[config.mk]
export PLATFORM = sky130hd
export DESIGN_NAME = bmp_to_rgb565_stream_unit_flat
export DESIGN_NICKNAME = d
export VERILOG_FILES = /design/src/rtl/bmp565_pkg.sv /design/src/rtl/bmp565_ifs.sv /design/src/rtl/bmp565_front.sv /design/src/rtl/bmp565_fifo.sv /design/src/rtl/bmp565_back.sv /design/src/rtl/bmp_to_rgb565_stream_unit.sv /design/src/flat_wrapper.sv
export SDC_FILE = /design/constraint.sdc
export NUM_CORES = 2
export LEC_CHECK = 0
export BUFFER_PORTS_ARGS = -buffer_cell sky130_fd_sc_hd__buf_2
export CORE_UTILIZATION = 25
export CTS_CLUSTER_SIZE = 12
export DETAILED_ROUTE_END_ITERATION = 8
export PLACE_DENSITY = 0.43
export SLEW_MARGIN = 10
export SYNTH_ARGS = -nofsm -noshare
export SYNTH_HDL_FRONTEND = slang
export SYNTH_SLANG_ARGS = --single-unit
[constraint.sdc]
create_clock -name clk -period 10.3 [get_ports clk]
set_input_delay 2.06 -clock clk [delete_from_list [all_inputs] [get_ports clk]]
set_output_delay 2.06 -clock clk [all_outputs]
set_load 0.02 [all_outputs]
[src/rtl/bmp565_pkg.sv]
// Shared constants, types and command format for the BMP to RGB565 stream unit.
`default_nettype none

package bmp565_pkg;

  // Largest usable canvas side; larger register values are clamped to it.
  localparam int MAX_CANVAS_SIDE = 2048;
  localparam int SIDE_W          = $clog2(MAX_CANVAS_SIDE + 1);
  localparam int COORD_W         = $clog2(MAX_CANVAS_SIDE);

  localparam int CFG_W    = 12;
  localparam int ADDR_W   = 22;
  localparam int COLOR_W  = 16;
  localparam int STATUS_W = 2;

  localparam int FIFO_DEPTH = 4;

  // File header layout.
  localparam int HDR_LEN  = 54;
  localparam int POS_SIG0 = 0;
  localparam int POS_SIG1 = 1;
  localparam int POS_OFF0 = 10;
  localparam int POS_W0   = 18;
  localparam int POS_H0   = 22;
  localparam int POS_BPP0 = 28;

  localparam logic [7:0]  CHAR_B   = 8'h42;
  localparam logic [7:0]  CHAR_M   = 8'h4D;
  localparam logic [15:0] DEPTH_24 = 16'd24;
  localparam logic [15:0] DEPTH_32 = 16'd32;

  typedef enum logic [STATUS_W-1:0] {
    ST_PIXEL    = 2'd0,
    ST_DONE     = 2'd1,
    ST_BADSIG   = 2'd2,
    ST_BADDEPTH = 2'd3
  } status_t;

  typedef enum logic [1:0] {
    PH_HEADER   = 2'd0,
    PH_SKIP     = 2'd1,
    PH_PIXELS   = 2'd2,
    PH_FINISHED = 2'd3
  } phase_t;

  typedef enum logic {
    CFG_CANVAS_WIDTH  = 1'b0,
    CFG_CANVAS_HEIGHT = 1'b1
  } cfg_idx_t;

  // One queued request from the parser to the write-out pipeline.
  typedef struct packed {
    status_t              status;
    logic [COORD_W-1:0]   row;
    logic [COORD_W-1:0]   col;
    logic [COLOR_W-1:0]   color;
  } cmd_t;

endpackage

`default_nettype wire

[src/rtl/bmp565_ifs.sv]
// Valid/ready channel interfaces for the byte input and the pixel output.
`default_nettype none

interface bmp565_in_if;
  logic       valid;
  logic       ready;
  logic [7:0] data_byte;
  logic       first_byte;

  modport source (output valid, data_byte, first_byte, input ready);
  modport sink   (input valid, data_byte, first_byte, output ready);
endinterface

interface bmp565_out_if;
  import bmp565_pkg::*;
  logic                valid;
  logic                ready;
  logic [STATUS_W-1:0] status;
  logic [ADDR_W-1:0]   pixel_address;
  logic [COLOR_W-1:0]  pixel_color;

  modport source (output valid, status, pixel_address, pixel_color, input ready);
  modport sink   (input valid, status, pixel_address, pixel_color, output ready);
endinterface

`default_nettype wire

[src/rtl/bmp565_front.sv]
// Byte parser: header capture, offset skip, row walk and clipping decisions.
`default_nettype none

module bmp565_front (
  input  logic                         clk,
  input  logic                         rst,
  input  logic                         in_valid,
  output logic                         in_ready,
  input  logic [7:0]                   data_byte,
  input  logic                         first_byte,
  input  logic [bmp565_pkg::SIDE_W-1:0] canvas_w,
  input  logic [bmp565_pkg::SIDE_W-1:0] canvas_h,
  input  logic                         q_full,
  output logic                         push,
  output bmp565_pkg::cmd_t             cmd
);
  import bmp565_pkg::*;

  localparam int PAD_W = 32 - SIDE_W;

  phase_t             phase, phase_next;
  logic [31:0]        byte_pos, byte_pos_next;
  logic [31:0]        img_w, img_w_next;
  logic [31:0]        img_h, img_h_next;
  logic [15:0]        bpp_bits, bpp_bits_next;
  logic [31:0]        data_off, data_off_next;
  logic               bottom_up, bottom_up_next;
  logic               sig_good, sig_good_next;
  logic               done_pend, done_pend_next;
  logic [31:0]        rows_left, rows_left_next;
  logic [31:0]        dy, dy_next;
  logic [33:0]        byte_in_row, byte_in_row_next;
  logic [1:0]         pix_k, pix_k_next;
  logic [SIDE_W-1:0]  pix_x, pix_x_next;
  logic [7:0]         held_blue, held_blue_next;
  logic [7:0]         held_green, held_green_next;
  logic [33:0]        row_stride;

  // State as seen by this byte, after a possible restart.
  phase_t      e_phase;
  logic [31:0] e_pos, e_w, e_h, e_off;
  logic [15:0] e_bpp;
  logic        e_bu, e_sig, e_pend;

  logic        accept, pend_fire, in_hdr, hdr_last, h_neg, depth_ok, need_skip;
  logic        skip_last, enter, bu_now, empty_img, in_px, vis, row_end, last_row;
  logic [31:0] h_mag, h_now;
  logic [1:0]  k_max;
  logic        emit;
  status_t     emit_status;
  logic [33:0] w_ext, w_bytes;

  // Row stride follows the captured width and depth; both settle long before
  // the pixel data starts.
  always_comb begin
    w_ext   = {2'b00, img_w};
    w_bytes = (bpp_bits == DEPTH_32) ? (w_ext << 2) : ((w_ext << 1) + w_ext);
  end

  always_ff @(posedge clk) begin
    row_stride <= (w_bytes + 34'd3) & ~34'd3;
  end

  always_comb begin
    e_phase = phase;
    e_pos   = byte_pos;
    e_w     = img_w;
    e_h     = img_h;
    e_bpp   = bpp_bits;
    e_off   = data_off;
    e_bu    = bottom_up;
    e_sig   = sig_good;
    e_pend  = done_pend;
    if (first_byte) begin
      e_phase = PH_HEADER;
      e_pos   = '0;
      e_w     = '0;
      e_h     = '0;
      e_bpp   = '0;
      e_off   = '0;
      e_bu    = 1'b1;
      e_sig   = 1'b0;
      e_pend  = 1'b0;
    end
  end

  // Decisions shared by the next-state and output logic.
  always_comb begin
    accept    = in_valid && in_ready;
    pend_fire = e_pend;
    in_hdr    = !e_pend && (e_phase == PH_HEADER);
    hdr_last  = in_hdr && (e_pos == 32'(HDR_LEN - 1));
    h_neg     = e_h[31];
    h_mag     = h_neg ? (32'd0 - e_h) : e_h;
    depth_ok  = (e_bpp == DEPTH_24) || (e_bpp == DEPTH_32);
    need_skip = e_off > 32'(HDR_LEN);
    skip_last = !e_pend && (e_phase == PH_SKIP) &&
                (({1'b0, e_pos} + 33'd1) >= {1'b0, e_off});
    enter     = (hdr_last && e_sig && depth_ok && !need_skip) || skip_last;
    h_now     = hdr_last ? h_mag : e_h;
    bu_now    = hdr_last ? (e_bu && !h_neg) : e_bu;
    empty_img = e_w[31] || (e_w == 32'd0) || (h_now == 32'd0);
    in_px     = !e_pend && (e_phase == PH_PIXELS);
    k_max     = (e_bpp == DEPTH_32) ? 2'd3 : 2'd2;
    vis       = in_px && (pix_k == 2'd2) && (pix_x < canvas_w) &&
                ({{PAD_W{1'b0}}, pix_x} < e_w) && (dy < {{PAD_W{1'b0}}, canvas_h});
    row_end   = in_px && ((byte_in_row + 34'd1) == row_stride);
    last_row  = row_end && (rows_left == 32'd1);
  end

  // Next state.
  always_comb begin
    phase_next       = phase;
    byte_pos_next    = byte_pos;
    img_w_next       = img_w;
    img_h_next       = img_h;
    bpp_bits_next    = bpp_bits;
    data_off_next    = data_off;
    bottom_up_next   = bottom_up;
    sig_good_next    = sig_good;
    done_pend_next   = done_pend;
    rows_left_next   = rows_left;
    dy_next          = dy;
    byte_in_row_next = byte_in_row;
    pix_k_next       = pix_k;
    pix_x_next       = pix_x;
    held_blue_next   = held_blue;
    held_green_next  = held_green;
    if (accept) begin
      phase_next     = e_phase;
      byte_pos_next  = e_pos;
      img_w_next     = e_w;
      img_h_next     = e_h;
      bpp_bits_next  = e_bpp;
      data_off_next  = e_off;
      bottom_up_next = e_bu;
      sig_good_next  = e_sig;
      done_pend_next = e_pend;
      if (pend_fire) begin
        done_pend_next = 1'b0;
      end else begin
        case (e_phase)
          PH_HEADER: begin
            byte_pos_next = e_pos + 32'd1;
            case (e_pos[5:0])
              6'(POS_SIG0):     sig_good_next = (data_byte == CHAR_B);
              6'(POS_SIG1):     sig_good_next = e_sig && (data_byte == CHAR_M);
              6'(POS_OFF0):     data_off_next[7:0]   = data_byte;
              6'(POS_OFF0 + 1): data_off_next[15:8]  = data_byte;
              6'(POS_OFF0 + 2): data_off_next[23:16] = data_byte;
              6'(POS_OFF0 + 3): data_off_next[31:24] = data_byte;
              6'(POS_W0):       img_w_next[7:0]      = data_byte;
              6'(POS_W0 + 1):   img_w_next[15:8]     = data_byte;
              6'(POS_W0 + 2):   img_w_next[23:16]    = data_byte;
              6'(POS_W0 + 3):   img_w_next[31:24]    = data_byte;
              6'(POS_H0):       img_h_next[7:0]      = data_byte;
              6'(POS_H0 + 1):   img_h_next[15:8]     = data_byte;
              6'(POS_H0 + 2):   img_h_next[23:16]    = data_byte;
              6'(POS_H0 + 3):   img_h_next[31:24]    = data_byte;
              6'(POS_BPP0):     bpp_bits_next[7:0]   = data_byte;
              6'(POS_BPP0 + 1): bpp_bits_next[15:8]  = data_byte;
              default: ;
            endcase
            if (hdr_last) begin
              if (!e_sig) begin
                phase_next = PH_FINISHED;
              end else begin
                img_h_next     = h_mag;
                bottom_up_next = bu_now;
                if (!depth_ok) begin
                  phase_next = PH_FINISHED;
                end else if (need_skip) begin
                  phase_next = PH_SKIP;
                end
              end
            end
          end
          PH_SKIP: begin
            byte_pos_next = e_pos + 32'd1;
          end
          PH_PIXELS: begin
            case (pix_k)
              2'd0:    held_blue_next  = data_byte;
              2'd1:    held_green_next = data_byte;
              default: ;
            endcase
            byte_in_row_next = byte_in_row + 34'd1;
            if (pix_k == k_max) begin
              pix_k_next = 2'd0;
              if (pix_x != SIDE_W'(MAX_CANVAS_SIDE)) begin
                pix_x_next = pix_x + SIDE_W'(1);
              end
            end else begin
              pix_k_next = pix_k + 2'd1;
            end
            if (row_end) begin
              byte_in_row_next = '0;
              pix_k_next       = 2'd0;
              pix_x_next       = '0;
              rows_left_next   = rows_left - 32'd1;
              dy_next          = bottom_up ? (dy - 32'd1) : (dy + 32'd1);
              if (last_row) begin
                phase_next     = PH_FINISHED;
                done_pend_next = vis;
              end
            end
          end
          default: ;
        endcase
      end
      if (enter) begin
        phase_next       = empty_img ? PH_FINISHED : PH_PIXELS;
        byte_in_row_next = '0;
        pix_k_next       = 2'd0;
        pix_x_next       = '0;
        rows_left_next   = h_now;
        dy_next          = bu_now ? (h_now - 32'd1) : 32'd0;
      end
    end
  end

  // Outputs.
  always_comb begin
    emit        = 1'b1;
    emit_status = ST_DONE;
    if (pend_fire) begin
      emit_status = ST_DONE;
    end else if (hdr_last && !e_sig) begin
      emit_status = ST_BADSIG;
    end else if (hdr_last && !depth_ok) begin
      emit_status = ST_BADDEPTH;
    end else if (enter && empty_img) begin
      emit_status = ST_DONE;
    end else if (vis) begin
      emit_status = ST_PIXEL;
    end else if (last_row) begin
      emit_status = ST_DONE;
    end else begin
      emit = 1'b0;
    end
    in_ready   = !q_full;
    push       = accept && emit;
    cmd.status = emit_status;
    cmd.row    = (emit_status == ST_PIXEL) ? dy[COORD_W-1:0] : '0;
    cmd.col    = (emit_status == ST_PIXEL) ? pix_x[COORD_W-1:0] : '0;
    cmd.color  = (emit_status == ST_PIXEL) ?
                 {data_byte[7:3], held_green[7:2], held_blue[7:3]} : '0;
  end

  always_ff @(posedge clk) begin
    if (rst) begin
      phase       <= PH_HEADER;
      byte_pos    <= '0;
      img_w       <= '0;
      img_h       <= '0;
      bpp_bits    <= '0;
      data_off    <= '0;
      bottom_up   <= 1'b1;
      sig_good    <= 1'b0;
      done_pend   <= 1'b0;
      rows_left   <= '0;
      dy          <= '0;
      byte_in_row <= '0;
      pix_k       <= '0;
      pix_x       <= '0;
    end else begin
      phase       <= phase_next;
      byte_pos    <= byte_pos_next;
      img_w       <= img_w_next;
      img_h       <= img_h_next;
      bpp_bits    <= bpp_bits_next;
      data_off    <= data_off_next;
      bottom_up   <= bottom_up_next;
      sig_good    <= sig_good_next;
      done_pend   <= done_pend_next;
      rows_left   <= rows_left_next;
      dy          <= dy_next;
      byte_in_row <= byte_in_row_next;
      pix_k       <= pix_k_next;
      pix_x       <= pix_x_next;
    end
  end

  always_ff @(posedge clk) begin
    held_blue  <= held_blue_next;
    held_green <= held_green_next;
  end

  // A deferred done only exists once the image has finished.
  a_pend_finished: assert property (@(posedge clk) disable iff (rst)
    done_pend |-> (phase == PH_FINISHED))
    else $error("deferred done outside finished phase");

  // The pixel phase always has at least one row left to walk.
  a_rows_left: assert property (@(posedge clk) disable iff (rst)
    (phase == PH_PIXELS) |-> (rows_left != 32'd0))
    else $error("pixel phase with no rows left");

  // The byte lane index stays below the pixel size.
  a_lane_range: assert property (@(posedge clk) disable iff (rst)
    (phase == PH_PIXELS) |-> ((pix_k != 2'd3) || (bpp_bits == DEPTH_32)))
    else $error("byte lane beyond 24-bit pixel");

  // Requests are only queued for accepted bytes.
  a_push_accept: assert property (@(posedge clk) disable iff (rst)
    push |-> (in_valid && in_ready))
    else $error("request queued without an accepted byte");

endmodule

`default_nettype wire

[src/rtl/bmp565_fifo.sv]
// Short request queue between the parser and the write-out pipeline.
`default_nettype none

module bmp565_fifo (
  input  logic             clk,
  input  logic             rst,
  input  logic             push,
  input  bmp565_pkg::cmd_t push_data,
  output logic             full,
  input  logic             pop,
  output bmp565_pkg::cmd_t pop_data,
  output logic             not_empty
);
  import bmp565_pkg::*;

  localparam int PTR_W = $clog2(FIFO_DEPTH);
  localparam int CNT_W = $clog2(FIFO_DEPTH + 1);

  cmd_t             slots [FIFO_DEPTH];
  logic [PTR_W-1:0] wr_ptr, rd_ptr;
  logic [CNT_W-1:0] count, count_next;

  assign full      = (count == CNT_W'(FIFO_DEPTH));
  assign not_empty = (count != '0);
  assign pop_data  = slots[rd_ptr];

  always_comb begin
    count_next = count;
    if (push && !pop) begin
      count_next = count + CNT_W'(1);
    end else if (pop && !push) begin
      count_next = count - CNT_W'(1);
    end
  end

  always_ff @(posedge clk) begin
    if (rst) begin
      wr_ptr <= '0;
      rd_ptr <= '0;
      count  <= '0;
    end else begin
      count <= count_next;
      if (push) begin
        wr_ptr <= wr_ptr + PTR_W'(1);
      end
      if (pop) begin
        rd_ptr <= rd_ptr + PTR_W'(1);
      end
    end
  end

  always_ff @(posedge clk) begin
    if (push) begin
      slots[wr_ptr] <= push_data;
    end
  end

  a_no_overflow: assert property (@(posedge clk) disable iff (rst)
    push |-> !full)
    else $error("push into a full queue");

  a_no_underflow: assert property (@(posedge clk) disable iff (rst)
    pop |-> not_empty)
    else $error("pop from an empty queue");

  a_count_up: assert property (@(posedge clk) disable iff (rst)
    (push && !pop) |=> (count == $past(count) + CNT_W'(1)))
    else $error("queue count missed a push");

endmodule

`default_nettype wire

[src/rtl/bmp565_back.sv]
// Write-out pipeline: row times pitch multiply, column add and output register.
`default_nettype none

module bmp565_back (
  input  logic                             clk,
  input  logic                             rst,
  input  logic                             q_valid,
  output logic                             q_pop,
  input  bmp565_pkg::cmd_t                 q_data,
  input  logic [bmp565_pkg::SIDE_W-1:0]    canvas_w,
  output logic                             out_valid,
  input  logic                             out_ready,
  output bmp565_pkg::status_t              status,
  output logic [bmp565_pkg::ADDR_W-1:0]    pixel_address,
  output logic [bmp565_pkg::COLOR_W-1:0]   pixel_color
);
  import bmp565_pkg::*;

  localparam int PROD_W = COORD_W + SIDE_W;

  logic                a_valid;
  status_t             a_status;
  logic [ADDR_W-1:0]   a_prod;
  logic [COORD_W-1:0]  a_col;
  logic [COLOR_W-1:0]  a_color;
  logic [PROD_W-1:0]   prod;
  logic                a_ready, b_ready;

  assign b_ready = !out_valid || out_ready;
  assign a_ready = !a_valid || b_ready;
  assign q_pop   = q_valid && a_ready;
  assign prod    = q_data.row * canvas_w;

  always_ff @(posedge clk) begin
    if (rst) begin
      a_valid   <= 1'b0;
      out_valid <= 1'b0;
    end else begin
      if (a_ready) begin
        a_valid <= q_valid;
      end
      if (b_ready) begin
        out_valid <= a_valid;
      end
    end
  end

  always_ff @(posedge clk) begin
    if (q_pop) begin
      a_status <= q_data.status;
      a_prod   <= prod[ADDR_W-1:0];
      a_col    <= q_data.col;
      a_color  <= q_data.color;
    end
    if (b_ready && a_valid) begin
      status        <= a_status;
      pixel_address <= a_prod + {{(ADDR_W - COORD_W){1'b0}}, a_col};
      pixel_color   <= a_color;
    end
  end

  a_status_only: assert property (@(posedge clk) disable iff (rst)
    (out_valid && (status != ST_PIXEL)) |-> ((pixel_address == '0) && (pixel_color == '0)))
    else $error("status result carries pixel data");

  a_stage_hold: assert property (@(posedge clk) disable iff (rst)
    (a_valid && !b_ready) |=> a_valid)
    else $error("middle stage dropped a request");

  a_pop_valid: assert property (@(posedge clk) disable iff (rst)
    q_pop |-> q_valid)
    else $error("pop without a queued request");

endmodule

`default_nettype wire

[src/rtl/bmp_to_rgb565_stream_unit.sv]
// Top level of the BMP (24/32 bit) to RGB565 pixel write stream unit.
//
//   Channel  Dir  Handshake      Payload
//   -------  ---  -------------  -------------------------------------------
//   in_ch    in   valid / ready  data_byte[7:0], first_byte
//   out_ch   out  valid / ready  status[1:0], pixel_address[21:0],
//                                pixel_color[15:0]
//   cfg      in   cfg_we         cfg_index (0 width, 1 height), cfg_data[11:0]
//
// One file byte is taken per clock while the request queue is not full; each
// byte yields at most one request. The parser decides at the input edge and
// writes the request into the four-entry queue; the row-times-pitch multiply
// and the column add are then each registered on the way out.
// Reset is synchronous on rst and clears all control state; the canvas size
// registers return to 640 by 480. The input stalls only when the request
// queue is full, which happens when the output side holds off for a while.
`default_nettype none

module bmp_to_rgb565_stream_unit (
  input  logic                        clk,
  input  logic                        rst,
  bmp565_in_if.sink                   in_ch,
  bmp565_out_if.source                out_ch,
  input  logic                        cfg_we,
  input  bmp565_pkg::cfg_idx_t        cfg_index,
  input  logic [bmp565_pkg::CFG_W-1:0] cfg_data
);
  import bmp565_pkg::*;

  logic [CFG_W-1:0]  canvas_width, canvas_height;
  logic [SIDE_W-1:0] cw_eff, ch_eff;

  logic    push, q_full, q_pop, q_valid;
  cmd_t    push_cmd, pop_cmd;
  status_t out_status;

  // Configuration registers must be written only while idle (not enforced).
  always_ff @(posedge clk) begin
    if (rst) begin
      canvas_width  <= CFG_W'(640);
      canvas_height <= CFG_W'(480);
    end else if (cfg_we) begin
      case (cfg_index)
        CFG_CANVAS_WIDTH:  canvas_width  <= cfg_data;
        CFG_CANVAS_HEIGHT: canvas_height <= cfg_data;
        default: ;
      endcase
    end
  end

  // Clamp the canvas size to the largest supported side. A zero width or
  // height simply clips every pixel.
  always_comb begin
    if (32'(canvas_width) > MAX_CANVAS_SIDE) begin
      cw_eff = SIDE_W'(MAX_CANVAS_SIDE);
    end else begin
      cw_eff = SIDE_W'(canvas_width);
    end
    if (32'(canvas_height) > MAX_CANVAS_SIDE) begin
      ch_eff = SIDE_W'(MAX_CANVAS_SIDE);
    end else begin
      ch_eff = SIDE_W'(canvas_height);
    end
  end

  // The parser walks the header, the skip region and the padded rows, and
  // turns each visible pixel or status event into one request.
  bmp565_front u_front (
    .clk        (clk),
    .rst        (rst),
    .in_valid   (in_ch.valid),
    .in_ready   (in_ch.ready),
    .data_byte  (in_ch.data_byte),
    .first_byte (in_ch.first_byte),
    .canvas_w   (cw_eff),
    .canvas_h   (ch_eff),
    .q_full     (q_full),
    .push       (push),
    .cmd        (push_cmd)
  );

  // The queue lets the parser keep taking bytes while the output is stalled.
  bmp565_fifo u_fifo (
    .clk       (clk),
    .rst       (rst),
    .push      (push),
    .push_data (push_cmd),
    .full      (q_full),
    .pop       (q_pop),
    .pop_data  (pop_cmd),
    .not_empty (q_valid)
  );

  // The write-out pipeline forms row * canvas_width + column.
  bmp565_back u_back (
    .clk           (clk),
    .rst           (rst),
    .q_valid       (q_valid),
    .q_pop         (q_pop),
    .q_data        (pop_cmd),
    .canvas_w      (cw_eff),
    .out_valid     (out_ch.valid),
    .out_ready     (out_ch.ready),
    .status        (out_status),
    .pixel_address (out_ch.pixel_address),
    .pixel_color   (out_ch.pixel_color)
  );

  assign out_ch.status = out_status;

endmodule

`default_nettype wire
[src/flat_wrapper.sv]
// flat-port wrapper written by rule: the top's interface ports become plain ports
module bmp_to_rgb565_stream_unit_flat import bmp565_pkg::*;
  (clk, rst, cfg_we, cfg_index, cfg_data, in_ch_valid, in_ch_data_byte, in_ch_first_byte, in_ch_ready, out_ch_valid, out_ch_status, out_ch_pixel_address, out_ch_pixel_color, out_ch_ready);
  bmp565_in_if in_ch_i ();
  bmp565_out_if out_ch_i ();
  input  logic clk;
  input  logic rst;
  input  logic cfg_we;
  input  bmp565_pkg::cfg_idx_t cfg_index;
  input  logic [bmp565_pkg::CFG_W-1:0] cfg_data;
  input wire logic [$bits(in_ch_i.valid)-1:0] in_ch_valid;
  input wire logic [$bits(in_ch_i.data_byte)-1:0] in_ch_data_byte;
  input wire logic [$bits(in_ch_i.first_byte)-1:0] in_ch_first_byte;
  output wire logic [$bits(in_ch_i.ready)-1:0] in_ch_ready;
  output wire logic [$bits(out_ch_i.valid)-1:0] out_ch_valid;
  output wire logic [$bits(out_ch_i.status)-1:0] out_ch_status;
  output wire logic [$bits(out_ch_i.pixel_address)-1:0] out_ch_pixel_address;
  output wire logic [$bits(out_ch_i.pixel_color)-1:0] out_ch_pixel_color;
  input wire logic [$bits(out_ch_i.ready)-1:0] out_ch_ready;
  assign in_ch_i.valid = in_ch_valid;
  assign in_ch_i.data_byte = in_ch_data_byte;
  assign in_ch_i.first_byte = in_ch_first_byte;
  assign in_ch_ready = in_ch_i.ready;
  assign out_ch_valid = out_ch_i.valid;
  assign out_ch_status = out_ch_i.status;
  assign out_ch_pixel_address = out_ch_i.pixel_address;
  assign out_ch_pixel_color = out_ch_i.pixel_color;
  assign out_ch_i.ready = out_ch_ready;
  bmp_to_rgb565_stream_unit u_core (.clk(clk), .rst(rst), .in_ch(in_ch_i), .out_ch(out_ch_i), .cfg_we(cfg_we), .cfg_index(cfg_index), .cfg_data(cfg_data));
endmodule
* Word level (Yosys, flattened, before mapping) *
Memories as Yosys holds them, arrays and structs flattened. A register that Yosys moved wholly into a read port is not among the register bits.
Index checks and enable logic that the tools add are counted.

storage, ports and cells
  flip-flop bits (word level) = 433
  memory bits (writable) = 160
  bits of input ports = 27
  output and inout port bits = 42
  logic and storage cells = 259
  memories kept = 1

memories
  name                 depth  width  rd ports  clocked after Yosys merged registers in  wr ports  line               RTL
  u_core.u_fifo.slots  4      40     1         1                                        1         bmp565_fifo.sv:19  cmd_t slots [FIFO_DEPTH];

cells by class
  $add $sub $neg = 17
  multipliers = 1
  magnitude comparators = 7
  eq/ne operators = 31
  muxes and demuxes = 108
  bitwise operators = 2
  reductions and logical operators = 61

operator list
  kind                                                                   count
  32-bit two-way mux                                                     26
  34-bit two-way mux                                                     5
  8-bit two-way mux                                                      14
  12-bit two-way mux                                                     8
  32-bit by 1-bit subtractor with 32-bit output, second input constant   3
  32-bit by 1-bit adder with 32-bit output, second input constant        2
  32-bit zero test                                                       2
  16-bit two-way mux                                                     4
  6-bit by 5-bit == test with 1-bit output, second input constant        10
  2-bit two-way mux                                                      19
  33-bit by 32-bit adder with 34-bit output                              1
  34-bit by 1-bit adder with 34-bit output, second input constant        1
  34-bit by 2-bit adder with 34-bit output, second input constant        1
  34-bit == test                                                         1
  32-bit by 1-bit adder with 33-bit output, second input constant        1
  33-bit by 32-bit greater-or-equal comparator with 1-bit output         1
  16-bit by 6-bit == test with 1-bit output, second input constant       2
  32-bit by 1-bit == test with 1-bit output, second input constant       1
  32-bit by 6-bit == test with 1-bit output, second input constant       1
  32-bit by 6-bit > comparator with 1-bit output, second input constant  1
  12-bit by 32-bit < comparator with 1-bit output                        1
  32-bit by 12-bit < comparator with 1-bit output                        1
  1-bit by 32-bit subtractor with 32-bit output, first input constant    1
  1-bit two-way mux                                                      26
  35 further kinds                                                       94

* Depth between registers and ports, before layout *
  depth in word-level cells = 18
  gate-level depth with buffers = 34
  gate-level depth less buffers = 26

* Cells and area by module *
Synthesis repeated with hierarchy kept, for this count alone.

unflattened totals
  cells, all modules = 4294
  area, all modules = 38878.5 um2

modules (own cells, without submodules)
  module                     instances  cells each  area an instance (um2)  seq. area each (um2)
  bmp565_front               1          3202        23545.1                 6195.9
  bmp565_back                1          718         7895.1                  2772.7
  bmp565_fifo                1          253         6247.2                  4984.8
  bmp_to_rgb565_stream_unit  1          121         1191.1                  480.5

* Worst setup path before layout *
OpenSTA, ideal clock, no wires.

  path kind = input to register
  start = input in_ch_first_byte
  end = memory u_core.u_fifo.slots[0][0] in the netlist's numbering (enable)
  library setup time = 401 ps
  arrival = 8681 ps
  required time = 9899 ps
  path slack = 1218 ps
  stages = 29
  buffers on the path = 10
  cells stage by stage = clkbuf_1 -> clkbuf_1 -> clkbuf_1 -> buf_1 -> clkbuf_1 -> buf_1 -> clkbuf_1 -> clkbuf_1 -> nor2b_1 -> ha_1 -> nand2_1 -> nor4_1 -> and4_1 -> and3_1 -> nand4_1 -> xor2_1 -> nor2_1 -> ha_1 -> nand4_1 -> or2_2 -> o221ai_1 -> nand2b_1 -> a41oi_1 -> a31o_2 -> clkbuf_1 -> clkbuf_1 -> nand2_2 -> a21oi_4 -> and2_1

on the way
  cells in the longest elaborated chain, start to end = 16
  elaborated cells on any way between the ends = 57
  those cells by class = 2 x add/sub; 3 x order compare; 5 x eq/ne; 18 x mux; 29 x reduce/logical

RTL lines
  what                                                                               line                             RTL
  start, declared                                                                    flat_wrapper.sv:13               input wire logic [$bits(in_ch_i.first_byte)-1:0] in_ch_first_byte;
  branches (longest 12 deep; another with 32-bit by 1-bit adder with 33-bit output)  n/a
  1-bit two-way mux (*)                                                              bmp565_front.sv:226              if (pend_fire) begin
  1-bit logical AND (*)                                                              bmp565_front.sv:242              push = accept && emit;
  named net u_core.push                                                              bmp_to_rgb565_stream_unit.sv:33  logic push, q_full, q_pop, q_valid;
  1-bit two-way mux (*)                                                              bmp565_fifo.sv:53                if (push) begin
  1-bit two-way mux (not written as such) (*)                                        bmp565_fifo.sv:54                slots[wr_ptr] <= push_data;
  end, declared                                                                      bmp565_fifo.sv:19

Mark *: on every way through the listed nets, which the timed path passes.

* Worst setup path after layout *
  start = input in_ch_first_byte
  end = register u_core.u_fifo.count[2]

on the way
  cells in the longest elaborated chain, start to end = 17
  elaborated cells on any way between the ends = 60
  those cells by class = 2 x add/sub; 3 x order compare; 5 x eq/ne; 17 x mux; 33 x reduce/logical

RTL lines
  what                                                                               line                             RTL
  branches (longest 12 deep; another with 32-bit by 1-bit adder with 33-bit output)  n/a
  1-bit two-way mux (*)                                                              bmp565_front.sv:226
  1-bit logical AND (*)                                                              bmp565_front.sv:242
  named net u_core.push                                                              bmp_to_rgb565_stream_unit.sv:33
  1-bit zero test                                                                    bmp565_fifo.sv:31                end else if (pop && !push) begin
  1-bit logical AND                                                                  bmp565_fifo.sv:31
  2-bit nonzero test (no line)                                                       n/a
  end signal, assigned                                                               bmp565_fifo.sv:42                count <= count_next;
  end, declared                                                                      bmp565_fifo.sv:21                logic [CNT_W-1:0] count, count_next;

Marks and branches as above.
A chain may end at the register's enable or synchronous reset.

==> results.cfg <==
[timing]
fin_skew_ps = 74.07
fmax_mhz = 114.9
slew_violations = 0
min_period_ps = 8703
setup_tns_ps = 0
hold_viol = 0
slew_headroom = 0.1926
rsz0062_at_grt = no
report.final.setup_viol = 0
fin_crit_sh = 0.8450
worstMarginPinSlew_ps = 1195

[final_layout]
final_common_cell = nor2_1
fillerInstances = 16181
fin_util = 0.2850
fin_nets = 4569
syn2layout_area_growth_pct = 13.18
final_cell_mix = nor2_1, nand2_1, dfxtp_1
final-seq-area_mm2 = 0.01444
drive_gt1_frac = 0.08153
final_area_mm2 = 0.04324
multiInputGateArea_mm2 = 0.02211

[yosys]
ys_seq_area_frac = 0.3778
ys.flop_type = dfxtp_1
yosys.area_share.simple = 0.2020
synth_edf_count = 262
synth_xor_area_frac = 0.06348
syn_area_per_cell_um2 = 8.936
ys_seq_elements = 590
synthMuxAreaShare = 0.02948
syn_area_mm2 = 0.03820
synth-compound-area-share = 0.1623
yosys_warnings = 0
netlist-cell-type-count = 95
synthAdderAreaFrac = 0.1193
async_flop_share = 0
synth_top_family_by_area = simple AND/OR/NAND/NOR gates
syn_inst = 4275
mappedNetlistNets = 4611

[placed_design]
placed_area_mm2 = 0.04067
io_buffer_count = 68
place_congestion = 0.8180
dpl.hpwl_um = 84740

[global_route]
grt_max_degree = 166
grtUsageMet1 = 0.2186
antenna_found_initial = 3
grt_use_total = 0.1545
grt_pass1_wl_um = 186100
grt.busiest_layer = met2
grt_use_met2 = 0.2458
met3_usage = 0.02149
grt_overflow = 0
grt_pass1_vias = 30625

[worst_setup_path]
critPathArrivalTime_ps = 9240
crit_fanout = 50
cp_top_family = simple AND/OR/NAND/NOR gates
worst_setup_path_end_kind = register
critPathKind = in2reg
rrSetupSlack_ps = 2740
path_buf_inv = 2
start_kind = input pin
cpPeakStageDelay_ps = 700
cp_cell_sequence = buf_4 -> nand4b_1 -> nor4_1 -> nor4b_2 -> nor2b_1 -> and3_1 -> nand2b_1 -> or3_1 -> nor4b_1 -> xnor2_1 -> ha_1 -> nand3_1 -> nor3_1 -> o21ai_0 -> a41oi_1 -> a31o_4 -> nand2_2 -> a21oi_4 -> ha_1 -> inv_1 -> fa_1 -> xor2_1 -> or3_1 -> a21oi_1
reg2reg_depth = 23
slowest_stage = nor4_1
cp_num_cells = 24
cp.required_ps = 10840

[route]
drt-pass1-iter-count = 6
drc = 0
viasPerCell = 4.953
drt-initial-drc-count = 2308
ant_nets = 0
drt_wl_total_um = 119200
vias = 31326
wl_per_cell_um = 18.85

[clock_network]
clock_latency_ps = 690
post_cts_buffers = 0
cts_sinks = 590
cts-hold-fix-buffers = 0
cts_resized = 0
numCtsBuffers = 74
cts_tree = done
clk_transition_reported_paths_ps = 60
clk_path_buf_depth = 3
clock-root-buffer = clkbuf_16
htree_levels = 3

[floorplanning]
io_pins = 69
dieArea_mm2 = 0.1544
core_region_area_mm2 = 0.1517
rows = 143
die_h_um = 392.9
die_x_um = 392.9
start_util = 0.2518

[power]
power.density_mw_per_mm2 = 169.8
ir_drop_mv = 0.1290
leakagePower_nw = 15.74

[min_path]
hold_path_class = reg2reg
worstHoldPathCells = 0

[outcome]
status = completed

[run]
maxCapViolations = 0
==> cell type report <==
| class | instances | share of cell area |
|---|---|---|
| Inverter | 213 | 0.01849 |
| Multi-Input combinational cell | 3232 | 0.5114 |
| Antenna cell | 2 | 0.0001158 |
| Clock inverter | 30 | 0.009608 |
| Timing Repair Buffer | 122 | 0.01809 |
| Tap cell | 2030 | 0.05875 |
| Sequential cell | 590 | 0.3339 |
| Clock buffer | 106 | 0.04960 |
==> worst reg2reg max path: cells and delay by family, from the launching register on <==
kind                     cells  cell delay (ps)
buffers and inverters        1               60
adder cells (fa/ha/maj)      3              940
AO/OA/AOI/OAI                5             1580
XOR/XNOR                     2              300
AND/OR/NAND/NOR             12             3950
flip-flops                   1              620
==> path summary, 6_finish.rpt <==
check / startpoint / endpoint
setup reg to reg: u_core.u_front.byte_pos[3] / u_core.u_fifo.count[2]
hold / removal: u_core.u_back.a_color[8] / u_core.u_back.pixel_color[8]
setup / recovery: in_ch_first_byte / u_core.u_fifo.count[2]
hold reg to reg: u_core.u_back.a_color[8] / u_core.u_back.pixel_color[8]
==> cells in the mapped netlist, types with 54 or more instances <==
library cell  count  share of area
clkbuf_1        196          0.019
inv_1           212          0.021
dfxtp_1         328           0.17
nand2_1         470          0.046
nor4_1           60         0.0098
a22oi_1          95          0.019
nor3_1          102          0.013
nor2b_1          57         0.0093
and2_1           89          0.015
o21ai_0         235          0.031
ha_1            217          0.071
fa_1             92          0.048
edfxtp_1        262           0.21
nand3_1          71         0.0093
a21o_1           64          0.013
xor2_1           89          0.020
xnor2_1         186          0.043
nand4_1          54         0.0088
a21oi_1         255          0.033
nor2_1          501          0.049
==> power breakdown <==
group,internal (mW),switching [mW],total (mW)
sequential,2.68,0.108,2.78
combinational,0.714,1.14,1.86
clock,1.58,1.12,2.70
total,4.97,2.37,7.34
==> state kept, by name (all words and copies together) (netlist names), 5 cells and up, named ones only <==
| name | flops |
|---|---|
| u_core.u_fifo.slots | 160 |
| u_core.u_front.byte_in_row | 34 |
| u_core.u_front.byte_pos | 32 |
| u_core.u_front.data_off | 32 |
| u_core.u_front.dy | 32 |
| u_core.u_front.img_h | 32 |
| u_core.u_front.img_w | 32 |
| u_core.u_front.row_stride | 32 |
| u_core.u_front.rows_left | 32 |
| u_core.u_back.a_prod | 22 |
| u_core.u_back.pixel_address | 22 |
| u_core.u_back.a_color | 16 |
| u_core.u_back.pixel_color | 16 |
| u_core.u_front.bpp_bits | 16 |
| u_core.canvas_height | 12 |
| u_core.canvas_width | 12 |
| u_core.u_front.pix_x | 12 |
| u_core.u_back.a_col | 11 |
| u_core.u_front.held_green | 6 |
| u_core.u_front.held_blue | 5 |
==> metrics by stage <==
| stage | power (mW) | hold slack [ps] | setup WS (ps) | instances |
|---|---|---|---|---|
| after floorplan | 4.223 | 400.3 | 1218 | 4275 |
| after global placement | 4.722 | 401.9 | 1029 | 6187 |
| after detailed placement | 4.715 | 404.5 | 892.1 | 6187 |
| after CTS | 7.467 | 418.7 | 1619 | 6323 |
| after global routing | 7.810 | 425.7 | 823.5 | 6323 |
| final | 7.341 | 418.7 | 1597 | 6325 |
==> cell families after synthesis <==
family | Yosys count
buffers and inverters | 453
adder cells (fa/ha/maj) | 309
XOR/XNOR | 276
multiplexers | 68
AO/OA/AOI/OAI | 963
flip-flops | 590
AND/OR/NAND/NOR | 1616
==> routing by layer <==
metal,part of all wire,vias up
met5,0,-
met4,0.022,0
met3,0.043,155
met2,0.45,677
met1,0.48,15322
li1,-,15172
Power figures use the tool's default switching activity.
